--- src/sv/mono_bitmap_span_extractor_macros.svh ---
// Assertion helpers shared by the span extractor modules.
// Each macro expects clk and rst_n in the scope where it is used.
`ifndef MONO_BITMAP_SPAN_EXTRACTOR_MACROS_SVH
`define MONO_BITMAP_SPAN_EXTRACTOR_MACROS_SVH

// Same-cycle implication, disabled while in reset.
`define MBSE_ASSERT_IMP(label, ante, cons) \
    label: assert property (@(posedge clk) disable iff (!rst_n) (ante) |-> (cons)) \
        else $error("mbse: same-cycle check failed");

// Next-cycle implication, disabled while in reset.
`define MBSE_ASSERT_NEXT(label, ante, cons) \
    label: assert property (@(posedge clk) disable iff (!rst_n) (ante) |=> (cons)) \
        else $error("mbse: next-cycle check failed");

`endif

--- src/sv/mbse_pkg.sv ---
`timescale 1ns / 1ps

package mbse_pkg;

    localparam int MAX_TILES_DEFAULT = 4;
    localparam int QUEUE_DEPTH       = 4;

    // Configuration register indexes
    localparam int CFG_IDX_W = 3;
    localparam logic [CFG_IDX_W-1:0] CFG_FRAME_WIDTH    = 3'd0;
    localparam logic [CFG_IDX_W-1:0] CFG_FRAME_HEIGHT   = 3'd1;
    localparam logic [CFG_IDX_W-1:0] CFG_DISPLAY_WIDTH  = 3'd2;
    localparam logic [CFG_IDX_W-1:0] CFG_DISPLAY_HEIGHT = 3'd3;
    localparam logic [CFG_IDX_W-1:0] CFG_PANEL_WIDTH    = 3'd4;

    localparam logic [8:0] RST_FRAME_WIDTH    = 9'd64;
    localparam logic [6:0] RST_FRAME_HEIGHT   = 7'd32;
    localparam logic [8:0] RST_DISPLAY_WIDTH  = 9'd64;
    localparam logic [6:0] RST_DISPLAY_HEIGHT = 7'd32;
    localparam logic [8:0] RST_PANEL_WIDTH    = 9'd0;

    localparam logic [8:0] MAX_FRAME_WIDTH  = 9'd256;
    localparam logic [6:0] MAX_FRAME_HEIGHT = 7'd64;

    typedef struct packed {
        logic [8:0] frame_width;
        logic [6:0] frame_height;
        logic [8:0] display_width;
        logic [6:0] display_height;
        logic [8:0] panel_width;
    } cfg_t;

    // One closed span as queued between front and back. In tile mode x holds
    // the offset inside a tile; the back adds each tile origin.
    typedef struct packed {
        logic [8:0] x;
        logic [5:0] y;
        logic [8:0] len;
        logic       tile;
    } span_entry_t;

endpackage

--- src/sv/mono_bitmap_span_extractor.sv ---
`timescale 1ns / 1ps

// Monochrome bitmap span extractor.
// Pixel channel: pixel_valid / pixel_stall / pixel_lit, one pixel per request in
//   raster order; the block keeps its own column and row counters.
// Span channel: span_valid / span_stall with span_x, span_y, span_length and
//   last_span; last_span marks the final span produced by one pixel.
// Config channel: cfg_valid / cfg_ready with cfg_index and cfg_data; cfg_ready
//   is always high. Write only while no pixel is in flight.
// Throughput: one pixel per cycle while pixel_stall is low. A span in tile
//   mode leaves as up to MAX_TILES requests, one per cycle while span_stall
//   is low, drained from a four-entry span queue; pixel_stall rises during a
//   config write, during the rebuild after it, and when that queue fills.
// A span closed by the front passes through the queue and the back's output
//   register before it appears on the span channel.
// After every config write the front rebuilds its segment position by walking
//   from column zero to the current column, with pixel_stall held high.
// Reset clears the position counters, any open run and the queue, and loads
//   the config defaults (64 x 32 frame on a 64 x 32 display, no panels).
// A stalled span holds its fields; the queue absorbs spans behind it.

module mono_bitmap_span_extractor
#(
    parameter int MAX_TILES = mbse_pkg::MAX_TILES_DEFAULT
)
(
    input  logic                           clk,
    input  logic                           rst_n,
    input  logic                           pixel_valid,
    output logic                           pixel_stall,
    input  logic                           pixel_lit,
    output logic                           span_valid,
    input  logic                           span_stall,
    output logic [8:0]                     span_x,
    output logic [5:0]                     span_y,
    output logic [8:0]                     span_length,
    output logic                           last_span,
    input  logic                           cfg_valid,
    output logic                           cfg_ready,
    input  logic [mbse_pkg::CFG_IDX_W-1:0] cfg_index,
    input  logic [8:0]                     cfg_data
);

    mbse_pkg::cfg_t        cfg_reg, cfg_next;
    logic                  cfg_wr;
    logic                  queue_full;
    logic                  queue_nonempty;
    logic                  queue_push;
    logic                  queue_pop;
    mbse_pkg::span_entry_t push_entry;
    mbse_pkg::span_entry_t queue_head;

    assign cfg_ready = 1'b1;
    assign cfg_wr    = cfg_valid && cfg_ready;

    // register file: decode the index, drop writes beyond the list
    always_comb
    begin
        cfg_next = cfg_reg;
        if (cfg_wr)
        begin
            case (cfg_index)
                mbse_pkg::CFG_FRAME_WIDTH:    cfg_next.frame_width    = cfg_data;
                mbse_pkg::CFG_FRAME_HEIGHT:   cfg_next.frame_height   = cfg_data[6:0];
                mbse_pkg::CFG_DISPLAY_WIDTH:  cfg_next.display_width  = cfg_data;
                mbse_pkg::CFG_DISPLAY_HEIGHT: cfg_next.display_height = cfg_data[6:0];
                mbse_pkg::CFG_PANEL_WIDTH:    cfg_next.panel_width    = cfg_data;
                default:                      cfg_next = cfg_reg;
            endcase
        end
    end

    always_ff @(posedge clk or negedge rst_n)
    begin
        if (!rst_n)
        begin
            cfg_reg.frame_width    <= mbse_pkg::RST_FRAME_WIDTH;
            cfg_reg.frame_height   <= mbse_pkg::RST_FRAME_HEIGHT;
            cfg_reg.display_width  <= mbse_pkg::RST_DISPLAY_WIDTH;
            cfg_reg.display_height <= mbse_pkg::RST_DISPLAY_HEIGHT;
            cfg_reg.panel_width    <= mbse_pkg::RST_PANEL_WIDTH;
        end
        else
        begin
            cfg_reg <= cfg_next;
        end
    end

    // front: track position, close runs, place spans
    mbse_front u_front
    (
        .clk         (clk),
        .rst_n       (rst_n),
        .cfg         (cfg_reg),
        .cfg_wr      (cfg_wr),
        .pixel_valid (pixel_valid),
        .pixel_lit   (pixel_lit),
        .pixel_stall (pixel_stall),
        .queue_full  (queue_full),
        .push        (queue_push),
        .push_entry  (push_entry)
    );

    // hold closed spans while the back replicates tiles
    mbse_fifo u_fifo
    (
        .clk       (clk),
        .rst_n     (rst_n),
        .push      (queue_push),
        .push_data (push_entry),
        .pop       (queue_pop),
        .pop_data  (queue_head),
        .full      (queue_full),
        .nonempty  (queue_nonempty)
    );

    // back: emit each span, once or once per tile
    mbse_back
    #(
        .MAX_TILES (MAX_TILES)
    )
    u_back
    (
        .clk            (clk),
        .rst_n          (rst_n),
        .cfg            (cfg_reg),
        .queue_nonempty (queue_nonempty),
        .queue_head     (queue_head),
        .queue_pop      (queue_pop),
        .span_valid     (span_valid),
        .span_stall     (span_stall),
        .span_x         (span_x),
        .span_y         (span_y),
        .span_length    (span_length),
        .last_span      (last_span)
    );

endmodule

--- src/sv/mbse_front.sv ---
`timescale 1ns / 1ps

module mbse_front
(
    input  logic                 clk,
    input  logic                 rst_n,
    input  mbse_pkg::cfg_t       cfg,
    input  logic                 cfg_wr,
    input  logic                 pixel_valid,
    input  logic                 pixel_lit,
    output logic                 pixel_stall,
    input  logic                 queue_full,
    output logic                 push,
    output mbse_pkg::span_entry_t push_entry
);

    logic [7:0] column_reg, column_next;
    logic [5:0] row_reg, row_next;
    logic [7:0] run_begin_reg, run_begin_next;
    logic       run_open_reg, run_open_next;
    logic [7:0] seg_start_reg, seg_start_next;
    logic [7:0] seg_off_reg, seg_off_next;
    logic       sync_busy_reg, sync_busy_next;
    logic [7:0] scan_reg, scan_next;

    logic [8:0] fw_eff;
    logic [6:0] fh_eff;
    logic [8:0] pw;
    logic [8:0] dw;
    logic [6:0] dh;
    logic       segmented;
    logic       tile_mode;
    logic       accept;
    logic [8:0] col_inc;
    logic       row_end;
    logic [9:0] seg_end_raw;
    logic [8:0] seg_end;
    logic [8:0] seg_prev_start;
    logic [8:0] seg_prev_end;
    logic       boundary;
    logic       closing;
    logic [7:0] run_end;
    logic [7:0] run_first;
    logic       use_prev;
    logic [8:0] ss_re;
    logic [8:0] se_re;
    logic [8:0] x_seg;
    logic [8:0] x_tile;
    logic [8:0] x_ctr;
    logic [8:0] hoff;
    logic [6:0] voff;
    logic       seg_wrap;
    logic [6:0] row_inc;

    assign pw = cfg.panel_width;
    assign dw = cfg.display_width;
    assign dh = cfg.display_height;

    always_comb
    begin
        if (cfg.frame_width == 9'd0)
        begin
            fw_eff = 9'd1;
        end
        else if (cfg.frame_width > mbse_pkg::MAX_FRAME_WIDTH)
        begin
            fw_eff = mbse_pkg::MAX_FRAME_WIDTH;
        end
        else
        begin
            fw_eff = cfg.frame_width;
        end
        if (cfg.frame_height == 7'd0)
        begin
            fh_eff = 7'd1;
        end
        else if (cfg.frame_height > mbse_pkg::MAX_FRAME_HEIGHT)
        begin
            fh_eff = mbse_pkg::MAX_FRAME_HEIGHT;
        end
        else
        begin
            fh_eff = cfg.frame_height;
        end
    end

    assign segmented = (pw != 9'd0) && (fw_eff > pw);
    assign tile_mode = (pw != 9'd0) && !segmented;

    assign pixel_stall = sync_busy_reg || queue_full || cfg_wr;
    assign accept      = pixel_valid && !pixel_stall;

    assign col_inc = {1'b0, column_reg} + 9'd1;
    assign row_end = col_inc >= fw_eff;

    // current segment end, clipped to the frame
    assign seg_end_raw = {2'b00, seg_start_reg} + {1'b0, pw};
    assign seg_end     = (seg_end_raw > {1'b0, fw_eff}) ? fw_eff : seg_end_raw[8:0];
    // previous segment, needed when an unlit pixel at a segment start closes a run
    assign seg_prev_start = {1'b0, seg_start_reg} - pw;
    assign seg_prev_end   = ({1'b0, seg_start_reg} > fw_eff) ? fw_eff
                                                             : {1'b0, seg_start_reg};

    assign boundary  = segmented ? (col_inc >= seg_end) : row_end;
    assign closing   = pixel_lit ? boundary : run_open_reg;
    assign run_end   = pixel_lit ? column_reg : (column_reg - 8'd1);
    assign run_first = run_open_reg ? run_begin_reg : column_reg;

    assign use_prev = !pixel_lit && (seg_off_reg == 8'd0);
    assign ss_re    = use_prev ? seg_prev_start : {1'b0, seg_start_reg};
    assign se_re    = use_prev ? seg_prev_end : seg_end;

    // mirror within the segment
    assign x_seg  = se_re + ss_re - 9'd1 - {1'b0, run_end};
    // mirror within the frame, inset to the middle of a tile
    assign x_tile = ((pw - fw_eff) >> 1) + (fw_eff - 9'd1 - {1'b0, run_end});
    assign hoff   = (dw > fw_eff) ? ((dw - fw_eff) >> 1) : 9'd0;
    assign x_ctr  = hoff + {1'b0, run_first};
    assign voff   = (dh > fh_eff) ? ((dh - fh_eff) >> 1) : 7'd0;

    always_comb
    begin
        if (pw == 9'd0)
        begin
            push_entry.x = x_ctr;
        end
        else if (segmented)
        begin
            push_entry.x = x_seg;
        end
        else
        begin
            push_entry.x = x_tile;
        end
        push_entry.y    = voff[5:0] + row_reg;
        push_entry.len  = {1'b0, run_end} - {1'b0, run_first} + 9'd1;
        push_entry.tile = tile_mode;
    end

    // tile mode with no display width yields nothing
    assign push = accept && closing && !(tile_mode && (dw == 9'd0));

    assign seg_wrap = ({1'b0, seg_off_reg} + 9'd1) == pw;
    assign row_inc  = {1'b0, row_reg} + 7'd1;

    always_comb
    begin
        column_next    = column_reg;
        row_next       = row_reg;
        run_begin_next = run_begin_reg;
        run_open_next  = run_open_reg;
        seg_start_next = seg_start_reg;
        seg_off_next   = seg_off_reg;
        sync_busy_next = sync_busy_reg;
        scan_next      = scan_reg;
        if (cfg_wr)
        begin
            // rebuild the segment position for the new panel width
            sync_busy_next = 1'b1;
            scan_next      = 8'd0;
            seg_start_next = 8'd0;
            seg_off_next   = 8'd0;
        end
        else if (sync_busy_reg)
        begin
            if (scan_reg == column_reg)
            begin
                sync_busy_next = 1'b0;
            end
            else
            begin
                scan_next = scan_reg + 8'd1;
                if (seg_wrap)
                begin
                    seg_start_next = seg_start_reg + pw[7:0];
                    seg_off_next   = 8'd0;
                end
                else
                begin
                    seg_off_next = seg_off_reg + 8'd1;
                end
            end
        end
        else if (accept)
        begin
            if (pixel_lit && !run_open_reg)
            begin
                run_begin_next = column_reg;
            end
            run_open_next = !row_end && pixel_lit && !boundary;
            if (row_end)
            begin
                column_next    = 8'd0;
                row_next       = (row_inc >= fh_eff) ? 6'd0 : row_inc[5:0];
                seg_start_next = 8'd0;
                seg_off_next   = 8'd0;
            end
            else
            begin
                column_next = col_inc[7:0];
                if (seg_wrap)
                begin
                    seg_start_next = seg_start_reg + pw[7:0];
                    seg_off_next   = 8'd0;
                end
                else
                begin
                    seg_off_next = seg_off_reg + 8'd1;
                end
            end
        end
    end

    always_ff @(posedge clk or negedge rst_n)
    begin
        if (!rst_n)
        begin
            column_reg    <= 8'd0;
            row_reg       <= 6'd0;
            run_begin_reg <= 8'd0;
            run_open_reg  <= 1'b0;
            seg_start_reg <= 8'd0;
            seg_off_reg   <= 8'd0;
            sync_busy_reg <= 1'b0;
            scan_reg      <= 8'd0;
        end
        else
        begin
            column_reg    <= column_next;
            row_reg       <= row_next;
            run_begin_reg <= run_begin_next;
            run_open_reg  <= run_open_next;
            seg_start_reg <= seg_start_next;
            seg_off_reg   <= seg_off_next;
            sync_busy_reg <= sync_busy_next;
            scan_reg      <= scan_next;
        end
    end

endmodule

--- src/sv/mbse_fifo.sv ---
`timescale 1ns / 1ps

`include "mono_bitmap_span_extractor_macros.svh"

module mbse_fifo
(
    input  logic                  clk,
    input  logic                  rst_n,
    input  logic                  push,
    input  mbse_pkg::span_entry_t push_data,
    input  logic                  pop,
    output mbse_pkg::span_entry_t pop_data,
    output logic                  full,
    output logic                  nonempty
);

    localparam int DEPTH = mbse_pkg::QUEUE_DEPTH;
    localparam int AW    = (DEPTH > 1) ? $clog2(DEPTH) : 1;

    mbse_pkg::span_entry_t entries [DEPTH];
    logic [AW-1:0] wr_ptr_reg, wr_ptr_next;
    logic [AW-1:0] rd_ptr_reg, rd_ptr_next;
    logic [AW:0]   count_reg, count_next;

    assign full     = count_reg == (AW+1)'(DEPTH);
    assign nonempty = count_reg != '0;
    assign pop_data = entries[rd_ptr_reg];

    always_comb
    begin
        wr_ptr_next = wr_ptr_reg;
        rd_ptr_next = rd_ptr_reg;
        count_next  = count_reg;
        if (push)
        begin
            wr_ptr_next = (wr_ptr_reg == AW'(DEPTH - 1)) ? '0 : wr_ptr_reg + 1'b1;
        end
        if (pop)
        begin
            rd_ptr_next = (rd_ptr_reg == AW'(DEPTH - 1)) ? '0 : rd_ptr_reg + 1'b1;
        end
        if (push && !pop)
        begin
            count_next = count_reg + 1'b1;
        end
        else if (pop && !push)
        begin
            count_next = count_reg - 1'b1;
        end
    end

    always_ff @(posedge clk)
    begin
        if (push)
        begin
            entries[wr_ptr_reg] <= push_data;
        end
    end

    always_ff @(posedge clk or negedge rst_n)
    begin
        if (!rst_n)
        begin
            wr_ptr_reg <= '0;
            rd_ptr_reg <= '0;
            count_reg  <= '0;
        end
        else
        begin
            wr_ptr_reg <= wr_ptr_next;
            rd_ptr_reg <= rd_ptr_next;
            count_reg  <= count_next;
        end
    end

    `MBSE_ASSERT_IMP(a_no_overflow, push, !full)
    `MBSE_ASSERT_IMP(a_no_underflow, pop, nonempty)

endmodule

--- src/sv/mbse_back.sv ---
`timescale 1ns / 1ps

`include "mono_bitmap_span_extractor_macros.svh"

module mbse_back
#(
    parameter int MAX_TILES = mbse_pkg::MAX_TILES_DEFAULT
)
(
    input  logic                  clk,
    input  logic                  rst_n,
    input  mbse_pkg::cfg_t        cfg,
    input  logic                  queue_nonempty,
    input  mbse_pkg::span_entry_t queue_head,
    output logic                  queue_pop,
    output logic                  span_valid,
    input  logic                  span_stall,
    output logic [8:0]            span_x,
    output logic [5:0]            span_y,
    output logic [8:0]            span_length,
    output logic                  last_span
);

    localparam int KW   = (MAX_TILES > 1) ? $clog2(MAX_TILES) : 1;
    localparam int PS_W = 9 + KW;

    logic                  cur_valid_reg;
    mbse_pkg::span_entry_t cur_reg;
    logic [PS_W-1:0]       ps_reg;
    logic [KW-1:0]         k_reg;

    logic [PS_W-1:0] ps_sum;
    logic            is_last;
    logic            out_fire;

    assign ps_sum  = ps_reg + PS_W'(cfg.panel_width);
    // last if plain, at the tile cap, or if the next origin is off display
    assign is_last = !cur_reg.tile || (k_reg == KW'(MAX_TILES - 1))
                     || (ps_sum >= PS_W'(cfg.display_width));

    assign span_valid  = cur_valid_reg;
    assign span_x      = cur_reg.x + ps_reg[8:0];
    assign span_y      = cur_reg.y;
    assign span_length = cur_reg.len;
    assign last_span   = is_last;

    assign out_fire  = cur_valid_reg && !span_stall;
    assign queue_pop = queue_nonempty && (!cur_valid_reg || (out_fire && is_last));

    always_ff @(posedge clk or negedge rst_n)
    begin
        if (!rst_n)
        begin
            cur_valid_reg <= 1'b0;
            ps_reg        <= '0;
            k_reg         <= '0;
        end
        else if (queue_pop)
        begin
            cur_valid_reg <= 1'b1;
            ps_reg        <= '0;
            k_reg         <= '0;
        end
        else if (out_fire)
        begin
            if (is_last)
            begin
                cur_valid_reg <= 1'b0;
            end
            else
            begin
                ps_reg <= ps_sum;
                k_reg  <= k_reg + 1'b1;
            end
        end
    end

    always_ff @(posedge clk)
    begin
        if (queue_pop)
        begin
            cur_reg <= queue_head;
        end
    end

    `MBSE_ASSERT_NEXT(a_tile_advance, out_fire && !is_last, span_valid && (k_reg == KW'($past(k_reg) + 1'b1)))
    `MBSE_ASSERT_IMP(a_plain_single, span_valid && !cur_reg.tile, (k_reg == '0) && (ps_reg == '0))

endmodule

--- config.mk ---
export PLATFORM = sky130hd
export DESIGN_NAME = mono_bitmap_span_extractor
export DESIGN_NICKNAME = d
export VERILOG_FILES = /design/src/sv/mbse_pkg.sv /design/src/sv/mono_bitmap_span_extractor.sv /design/src/sv/mbse_front.sv /design/src/sv/mbse_fifo.sv /design/src/sv/mbse_back.sv
export VERILOG_INCLUDE_DIRS = /design/src /design/src/sv
export SDC_FILE = /design/constraint.sdc
export NUM_CORES = 1
export LEC_CHECK = 0
export ABC_AREA = 1
export BUFFER_PORTS_ARGS = -buffer_cell sky130_fd_sc_hd__buf_2
export CAP_MARGIN = 15
export CORE_UTILIZATION = 55
export CTS_CLUSTER_SIZE = 12
export DETAILED_ROUTE_END_ITERATION = 8
export PLACE_DENSITY = 0.7
export SYNTH_ARGS = -nofsm -noshare
export SYNTH_HDL_FRONTEND = slang
export SYNTH_HIERARCHICAL = 1
export SYNTH_SLANG_ARGS = --single-unit
--- constraint.sdc ---
create_clock -name clk -period 11.5 [get_ports clk]
set_input_delay 1.725 -clock clk [delete_from_list [all_inputs] [get_ports clk]]
set_output_delay 1.725 -clock clk [all_outputs]
set_load 0.1 [all_outputs]
* Yosys cells after proc, flatten, opt, wreduce, memory -nomap -nowiden
Memory sizes are Yosys's and may differ from the RTL's. A register that Yosys moved wholly into a read port is not among the register bits.
Index checks and enable logic that the tools add are counted.
** Word-level totals
- Bits in registers :: 110
- RAM bits :: 100
- Input bits :: 18
- Output and inout port bits :: 28
- Word-level logic and storage cells :: 183
- Memories :: 1
** Cells by class
- $add $sub $neg :: 29
- Magnitude comparators :: 11
- Eq/ne operators :: 13
- Multiplexer cells :: 51
- Bitwise logic cells :: 2
- Reduce and logical (&&, ||, !) cells :: 57
** Memories
- u_fifo.entries :: words 4, width 25, read ports 1, clocked after memory_dff 1, wr ports 1, RTL line mbse_fifo.sv:20 : mbse_pkg::span_entry_t entries [DEPTH];
** Operators by type and width (count)
- 2-to-1 mux 8 bit :: 19
- 2-to-1 mux 9 bit :: 8
- 2-to-1 mux 11 bit :: 3
- zero test 9 bit :: 3
- adder 8 x 1 -> 9 bit (second input constant) :: 2
- adder 9 bit :: 2
- >= comparator 9 bit :: 2
- > comparator 9 bit :: 2
- AND reduction 2 bit :: 9
- subtractor 9 x 1 -> 9 bit (second input constant) :: 2
- subtractor 9 x 8 -> 9 bit :: 2
- subtractor 9 bit :: 2
- adder 8 x 1 -> 8 bit (second input constant) :: 2
- logical AND 1 bit :: 15
- 2-to-1 mux 7 bit :: 2
- zero test 1 bit :: 12
- 2-to-1 mux 6 bit :: 2
- adder 11 x 9 -> 11 bit :: 1
- >= comparator 11 x 9 -> 1 bit :: 1
- adder 8 x 9 -> 10 bit :: 1
- > comparator 10 x 9 -> 1 bit :: 1
- 2-to-1 mux 1 bit :: 10
- 2-to-1 mux 2 bit :: 5
- adder 8 x 9 -> 9 bit :: 1
- 36 further kinds :: 54

* Depth between registers and ports, before layout
Gate-level depths: netlist (run 1).
- Word-level depth :: 14
- Gate-level depth with buffers :: 44
- Mapped depth without buffers :: 43

* Hierarchy
The synthesis (run 1) kept the hierarchy.
** By module, submodules not included
- mbse_front :: instances 1, cells each 1159, area each 7960.1 um2, sequential area each 1201.2 um2
- mbse_fifo :: instances 1, cells each 345, area each 4431.8 um2, sequential area each 3178.0 um2
- mbse_back :: instances 1, cells each 318, area each 2755.1 um2, sequential area each 1101.1 um2
- mono_bitmap_span_extractor :: instances 1, cells each 190, area each 1681.6 um2, sequential area each 1031.0 um2

* Least setup slack after synthesis (run 1)
Ideal clock, no wire load.
- Path type :: register to register
- From :: register cfg_reg[1] in the netlist's numbering
- To :: memory u_fifo/entries[0][24] in the netlist's numbering, data pin
- Setup time :: 267 ps
- Arrival time :: 5184 ps
- Data required time :: 11233 ps
- Slack :: 6048 ps
- Stages on the path, launching flop included :: 40
- Buffers on the path :: 0
- Clock period less this slack :: 5452 ps
- Cell sequence :: dfrtp_1 -> inv_1 -> ha_1 -> nor2_1 -> a21oi_1 -> o21ai_0 -> a31o_2 -> xor2_1 -> inv_1 -> ha_1 -> a21oi_1 -> o21bai_1 -> nor2_1 -> nand3b_1 -> nor2_1 -> nand2_1 -> nand2_2 -> inv_2 -> (+4 left out) -> fa_1 -> inv_1 -> ha_1 -> a21oi_1 -> nand2_1 -> nand2_1 -> nand2_1 -> nand2_1 -> a21boi_0 -> o21ai_0 -> nand2_1 -> or2_2 -> nand2_1 -> inv_1 -> nand3_1 -> nand3_1 -> nand2_1 -> nand2_1
** RTL lines
- start, declared :: RTL line mono_bitmap_span_extractor.sv:44 : mbse_pkg::cfg_t cfg_reg, cfg_next;
- start signal, assigned :: RTL line mono_bitmap_span_extractor.sv:85 : cfg_reg <= cfg_next;
- end, declared :: RTL line mbse_fifo.sv:20

* Worst setup path in the final report (run 1)
- From :: register cfg_reg[1] in the netlist's numbering
- To :: memory u_fifo/entries[3][10] in the netlist's numbering, enable pin
** On the way
- Longest elaborated chain between the ends :: 10
- Elaborated cells on any way between the ends :: 17
- Classes of those cells :: add/sub: 1; order compare: 3; mux: 5; reduce/logical: 8
** RTL lines
- adder 8 x 9 -> 10 bit :: RTL line mbse_front.sv:97 : assign seg_end_raw = {2'b00, seg_start_reg} + {1'b0, pw};
- > comparator 10 x 9 -> 1 bit :: RTL line mbse_front.sv:98 : assign seg_end = (seg_end_raw > {1'b0, fw_eff}) ? fw_eff : seg_end_raw[8:0];
- 2-to-1 mux 9 bit :: RTL line mbse_front.sv:98
- >= comparator 9 bit :: RTL line mbse_front.sv:104 : assign boundary = segmented ? (col_inc >= seg_end) : row_end;
- 2-to-1 mux 1 bit :: RTL line mbse_front.sv:104
- 2-to-1 mux 1 bit :: RTL line mbse_front.sv:105 : assign closing = pixel_lit ? boundary : run_open_reg;
- logical AND 1 bit :: RTL line mbse_front.sv:141 : assign push = accept && closing && !(tile_mode && (dw == 9'd0));
- logical AND 1 bit * :: RTL line mbse_front.sv:141
- net queue_push :: RTL line mono_bitmap_span_extractor.sv:48 : logic queue_push;
- 2-to-1 mux 1 bit * :: RTL line mbse_fifo.sv:54 : if (push)
- 2-to-1 mux 1 bit (implied by the code) * :: RTL line mbse_fifo.sv:56 : entries[wr_ptr_reg] <= push_data;
The timed path passes the listed nets; every way through them passes the cells marked *.

==> results.yml, run 1 <==
outcome:
  outcome: "complete, no violations"
setup_path:
  cp.arrival_ns: 6.69
  cp_slowest_stage_delay_ns: 0.79
  cp_common_cell: "nand2_1"
  cp-start-kind: "register"
  crit_slowest_cell: "inv_1"
  crit_type: "reg2reg"
  worst_setup_path_end_kind: "register"
  required_ns: 11.64
  timing.critical_path.fanout_max: 25
power_and_ir_drop:
  p_sw_mw: 2.53
  seqPwrFrac_pct: 25.7
  pwr-share-comb_pct: 58.8
  peakVddDrop_mv: 0.240
  switching_share_pct: 50.7
  pwr-share-clk_pct: 15.5
  intPower_mw: 2.46
  power.leakage_nw: 8.85
  p_per_area_nw_per_um2: 277
placement:
  dp.cells: 2400
  hpwl_um: 32200
  io_buffers: 44
  placed_cell_area_sq_um: 17200
  gp_congestion: 0.962
yosys:
  synth_top_area_share_pct: 22.3
  synth_mux_area_share_pct: 0.0595
  synthAdderAreaFrac_pct: 15.4
  synth.distinct_cells: 63
  synth_area_sq_um: 16800
  yosysWarnings: 6
  synth_top_family_by_area: "simple AND/OR/NAND/NOR gates"
  yosys_register_bits: 235
  yosys.area.top_type: "edfxtp_1"
  avgSynthCellArea_sq_um: 8.36
  synth_cells: 2012
  synthSimpleGateAreaFrac_pct: 21.4
  synth_compound_area_share_pct: 10.8
  ys_seq_area_share_pct: 38.7
  netlist_top_cells_area: "edfxtp_1 22%, dfrtp_1 16%, ha_1 12%, nand2_1 11%, inv_1 7.0%"
  synth_xor_area_share_pct: 3.90
  synth_edf_count: 125
  yosysMostFrequentCell: "nand2_1"
  synth_ff_type: "edfxtp_1"
  synthTopCellsByCount: "499 x nand2_1, 312 x inv_1, 162 x ha_1"
  syn_nets: 2220
  async_flop_share_pct: 46.8
clocking:
  cts.path.max_buffers: 3
  clk_pin_slew_ns: 0.06
  cts.sinks: 235
  ctsResizeCount: 0
  cts_made_buffers: 26
  clk_latency_ns: 0.54
  root_buffer: "clkbuf_16"
  hold_buffers: 0
  post_cts_buffers: 0
  cts_tree: "built"
  htree_levels: 1
sta:
  hold_viol_final: 0
  finalSetupViolCount: 0
  rsz0062_at_grt: "no"
  fmax_mhz: 153
  skew_ns: 0.0199
  drv_slew: 0
  worst_slew_pin_slew_ns: 1.11
  fin_crit_ns: 6.54
  post-route-period-util_pct: 56.9
  slew_headroom_pct: 24.9
  tns_ns: 0
grt:
  grt_pass1_vias: 12700
  met2_usage_pct: 44.9
  grt_pass1_wl_um: 67600
  grt_max_degree: 102
  antenna_found_initial: 2
  globalRouteMet3Util_pct: 3.74
  grt_usage_pct: 27.8
  grt-busiest-layer: "met2"
  grt_overflow_total: 0
  grt_use_met1_pct: 38.9
final_layout:
  largest_reg_flops: 100
  diodes: 0
  layout.cells.non_filler: 2449
  nNetsFinal: 2247
  drive_gt1_share_pct: 8.06
  syn_to_final_growth_pct: 7.07
  final_area_sq_um: 18000
detailed_routing:
  drc: 0
  wl_per_cell_um: 17.1
  drt-total-wl_um: 41800
  dr.pass1.iters: 5
  via_per_inst: 5.49
  dr_total_vias: 13400
  ant_nets: 0
  drtIter0Drc: 1056
job:
  drv_cap: 0
die:
  dieArea_sq_um: 31300
  rows: 63
  top_level_ports: 46
  initial_core_util_pct: 56.3
  die_h_um: 177
  dieWidth_um: 177
  core_area_sq_um: 29900
min_path:
  hp-class: "reg2reg"
## worst max-delay path, delay by kind of cell, from the launching register on
kind | cells | cell delay (ns)
buf+inv | 5 | 1.38
flops | 1 | 0.59
xor+xnor | 1 | 0.14
compound gates | 10 | 1.36
simple gates | 16 | 1.69
fa+ha+maj | 3 | 0.98
## final timing paths
path	cells after the start	end	startpoint	slack, ns
setup / recovery	35	u_fifo/entries[3][10]	cfg_reg[1]	4.96
hold / removal	2	cfg_reg[30]	cfg_reg[30]	0.47
setup reg to reg	35	u_fifo/entries[3][10]	cfg_reg[1]	4.96
hold reg to reg	2	cfg_reg[30]	cfg_reg[30]	0.47
max in group asynchronous	2	u_front/row_reg[0]	rst_n	8.98
min in group asynchronous	1	u_fifo/rd_ptr_reg[0]	rst_n	1.25
## layout make-up
type | instances | area (sq um)
Tap cell | 390 | 488
Clock buffer | 41 | 737
Inverter | 330 | 1240
Fill cell | 2653 | 11900
Sequential cell | 235 | 6510
Multi-Input combinational cell | 1393 | 8700
Clock inverter | 7 | 50.0
Timing Repair Buffer | 53 | 294
## through the flow
step | hold WS (ns) | utilization [%] | power (mW) | worst slack, ns
2_1_floorplan | 0.442 | - | 3.61 | 6.05
3_3_place_gp | 0.463 | 57.6 | 4.14 | 5.18
3_5_place_dp | 0.466 | 57.6 | 4.20 | 5.07
4_1_cts | 0.477 | 60.3 | 4.98 | 5.03
5_1_grt | 0.498 | 60.3 | 5.37 | 4.23
6_report | 0.475 | 60.3 | 4.99 | 4.96
## power by group through the flow
| stage | logic, mW | clock network, mW | registers (mW) |
|---|---|---|---|
| 5_1_grt | 3.26 | 0.820 | 1.30 |
| 6_report | 2.94 | 0.773 | 1.28 |
| 3_5_place_dp | 2.90 | 0 | 1.29 |
| 2_1_floorplan | 2.37 | 0 | 1.25 |
| 4_1_cts | 2.92 | 0.787 | 1.28 |
| 3_3_place_gp | 2.85 | 0 | 1.29 |
## kinds of logic after synthesis
logic type,count (synthesis)
buffers and inverters,384
AOI/OAI and AO/OA,301
and+or+nand+nor,826
xor gates and xnor gates,74
muxes,1
adders and majority gates,190
other,1
DFF,235
## cell usage in the layout, fill, tap and decap left out, types with 58 or more instances in the layout
| cell type | n |
|---|---|
| a21oi_1 | 82 |
| dfrtp_1 | 106 |
| inv_1 | 312 |
| nand3_1 | 94 |
| nor2_1 | 115 |
| o211ai_1 | 58 |
| ha_1 | 162 |
| edfxtp_1 | 125 |
| nand2_1 | 499 |
| o21ai_0 | 85 |
## routing by layer
metal  vias to the layer above  share of wire, %  routed length [um]
li1                       6686                 -                   -
met1                      6314                46               19100
met2                       371                45               19000
met3                        75               5.9                2480
met4                         2               2.9                1230
met5                         -             0.031                  13
Note: power is estimated with default switching activity, not from simulation.
==> run 2, diff against run 1 <==
==> constraint.sdc (replaced) <==
create_clock -name clk -period 6.4 [get_ports clk]
set_input_delay 0.96 -clock clk [delete_from_list [all_inputs] [get_ports clk]]
set_output_delay 0.96 -clock clk [all_outputs]
set_load 0.1 [all_outputs]
==> results.yml, run 2 (synthesized netlist as in run 1, its figures left out) <==
sta:
  hold_ws_ns: 0.415
  worst_slew_pin_slew_ns: 1.13
  tns_ns: 0
  slew_headroom_pct: 24.7
  fmax_mhz: 167
  skew_ns: 0.0141
  hold_viol_final: 0
  fin_crit_ns: 5.99
  drv_slew: 0
  rsz0062_at_grt: "no"
  post-route-period-util_pct: 93.7
  finalSetupViolCount: 0
  setup_slack_ns: 0.406
die:
  top_level_ports: 46
  dieArea_sq_um: 31300
  core_area_sq_um: 29900
  die_h_um: 177
  initial_core_util_pct: 56.3
  dieWidth_um: 177
  rows: 63
final_layout:
  syn_to_final_growth_pct: 8.56
  largest_reg_flops: 100
  nFillCells: 2642
  nNetsFinal: 2272
  drive_gt1_share_pct: 9.31
  diodes: 0
  layout.cells.non_filler: 2474
  final_cell_mix: "499 x nand2_1, 312 x inv_1, 161 x ha_1"
  layout_commonest_cell: "nand2_1"
setup_path:
  r2r_cells: 37
  cp_common_cell: "nand2_1"
  cp.arrival_ns: 6.26
  cp-start-kind: "register"
  crit_slowest_cell: "fa_1"
  crit_type: "reg2reg"
  cp_slowest_stage_delay_ns: 0.48
  worst_setup_path_end_kind: "register"
  required_ns: 6.67
  timing.critical_path.fanout_max: 11
clocking:
  post_cts_buffers: 0
  cts.path.max_buffers: 3
  cts.sinks: 235
  clk_latency_ns: 0.55
  htree_levels: 1
  cts_made_buffers: 26
  cts_tree: "built"
  root_buffer: "clkbuf_16"
  clk_pin_slew_ns: 0.06
power_and_ir_drop:
  power_mw: 9.03
  p_per_area_nw_per_um2: 494
  peakVddDrop_mv: 0.475
  power.leakage_nw: 8.98
job:
  drv_cap: 0
detailed_routing:
  drt-total-wl_um: 41800
  via_per_inst: 5.47
  drtIter0Drc: 947
  wl_per_cell_um: 16.9
  drc: 0
  dr_total_vias: 13500
  ant_nets: 0
  dr.pass1.iters: 6
placement:
  gp_congestion: 0.982
  preCtsSetupSlack_ns: 0.328
  hpwl_um: 32500
  dp.cells: 2426
  io_buffers: 44
grt:
  grt_overflow_total: 0
  grt_max_degree: 73
  grt_pass1_vias: 12800
  grt_pass1_wl_um: 66800
  grt_usage_pct: 27.5
  antenna_found_initial: 0
min_path:
  hp-class: "in2async"
outcome:
  outcome: "complete, no violations"
[run 2: cell count changes in the layout (fill, tap and decap cells not counted), moves of 2 or more]
cell        previous run  this run
buf_4                  9        34
clkinvlp_4             0         2
bufinv_16              0         2
dfrtp_1              106       103
clkbuf_8               3         0
dfrtp_2                0         3
[run 2: per-layer routing]
| layer | vias up | wire, um | GRT usage [%] |
|---|---|---|---|
| met3 | 58 | 2620 | 3.35 |
| met2 | 440 | 19300 | 46.0 |
| met1 | 6300 | 18800 | 37.5 |
| li1 | 6730 | - | - |
| met4 | 0 | 1070 | 7.54 |
| met5 | - | 0 | 0 |
[run 2: worst paths after layout]
kind | startpoint | to | slack (ns)
min | rst_n | u_fifo/rd_ptr_reg[1] | 0.42
min in group clk | cfg_reg[14] | cfg_reg[14] | 0.48
max | cfg_reg[5] | u_fifo/entries[1][24] | 0.41
max reg2reg | cfg_reg[5] | u_fifo/entries[1][24] | 0.41
min reg2reg | cfg_reg[14] | cfg_reg[14] | 0.48
max in group asynchronous | rst_n | u_front/seg_start_reg[1] | 4.55
[run 2: critical path: cells and delay by family, from the launching register on]
family	cells	cell delay (ns)
buffers and inverters	6	0.54
adder cells (fa/ha/maj)	4	1.46
XOR/XNOR	1	0.29
AND/OR/NAND/NOR	18	1.79
AO/OA/AOI/OAI	8	1.19
flip-flops	1	0.44
[run 2: cell type report]
cell class                 count  area [sq um]  area share, %
clock inverter                11           134          0.733
sequential                   235          6520           35.7
tap                          390           488           2.67
timing repair buffer          78           490           2.68
clock buffer                  37           692           3.79
multi-input combinational   1393          8710           47.7
inverter                     330          1240           6.78
[run 2: timing repair]
action	in CTS	in global routing
endpoints found under the setup margin	0	50
resized for setup	0	7
hold buffers	0	0
[run 2: power by group]
part	total (mW)	internal [mW]	switching (mW)
Combinational	5.28	1.57	3.71
Clock	1.45	0.838	0.611
Sequential	2.30	2.08	0.223
Total	9.03	4.49	4.54
[run 2: through the flow]
| stage | utilization [%] | instance area, sq um |
|---|---|---|
| floorplan | - | 16800 |
| global placement | 58.3 | 17400 |
| detailed placement | 58.3 | 17400 |
| CTS | 61.1 | 18200 |
| global route | 61.2 | 18300 |
| finish | 61.2 | 18300 |
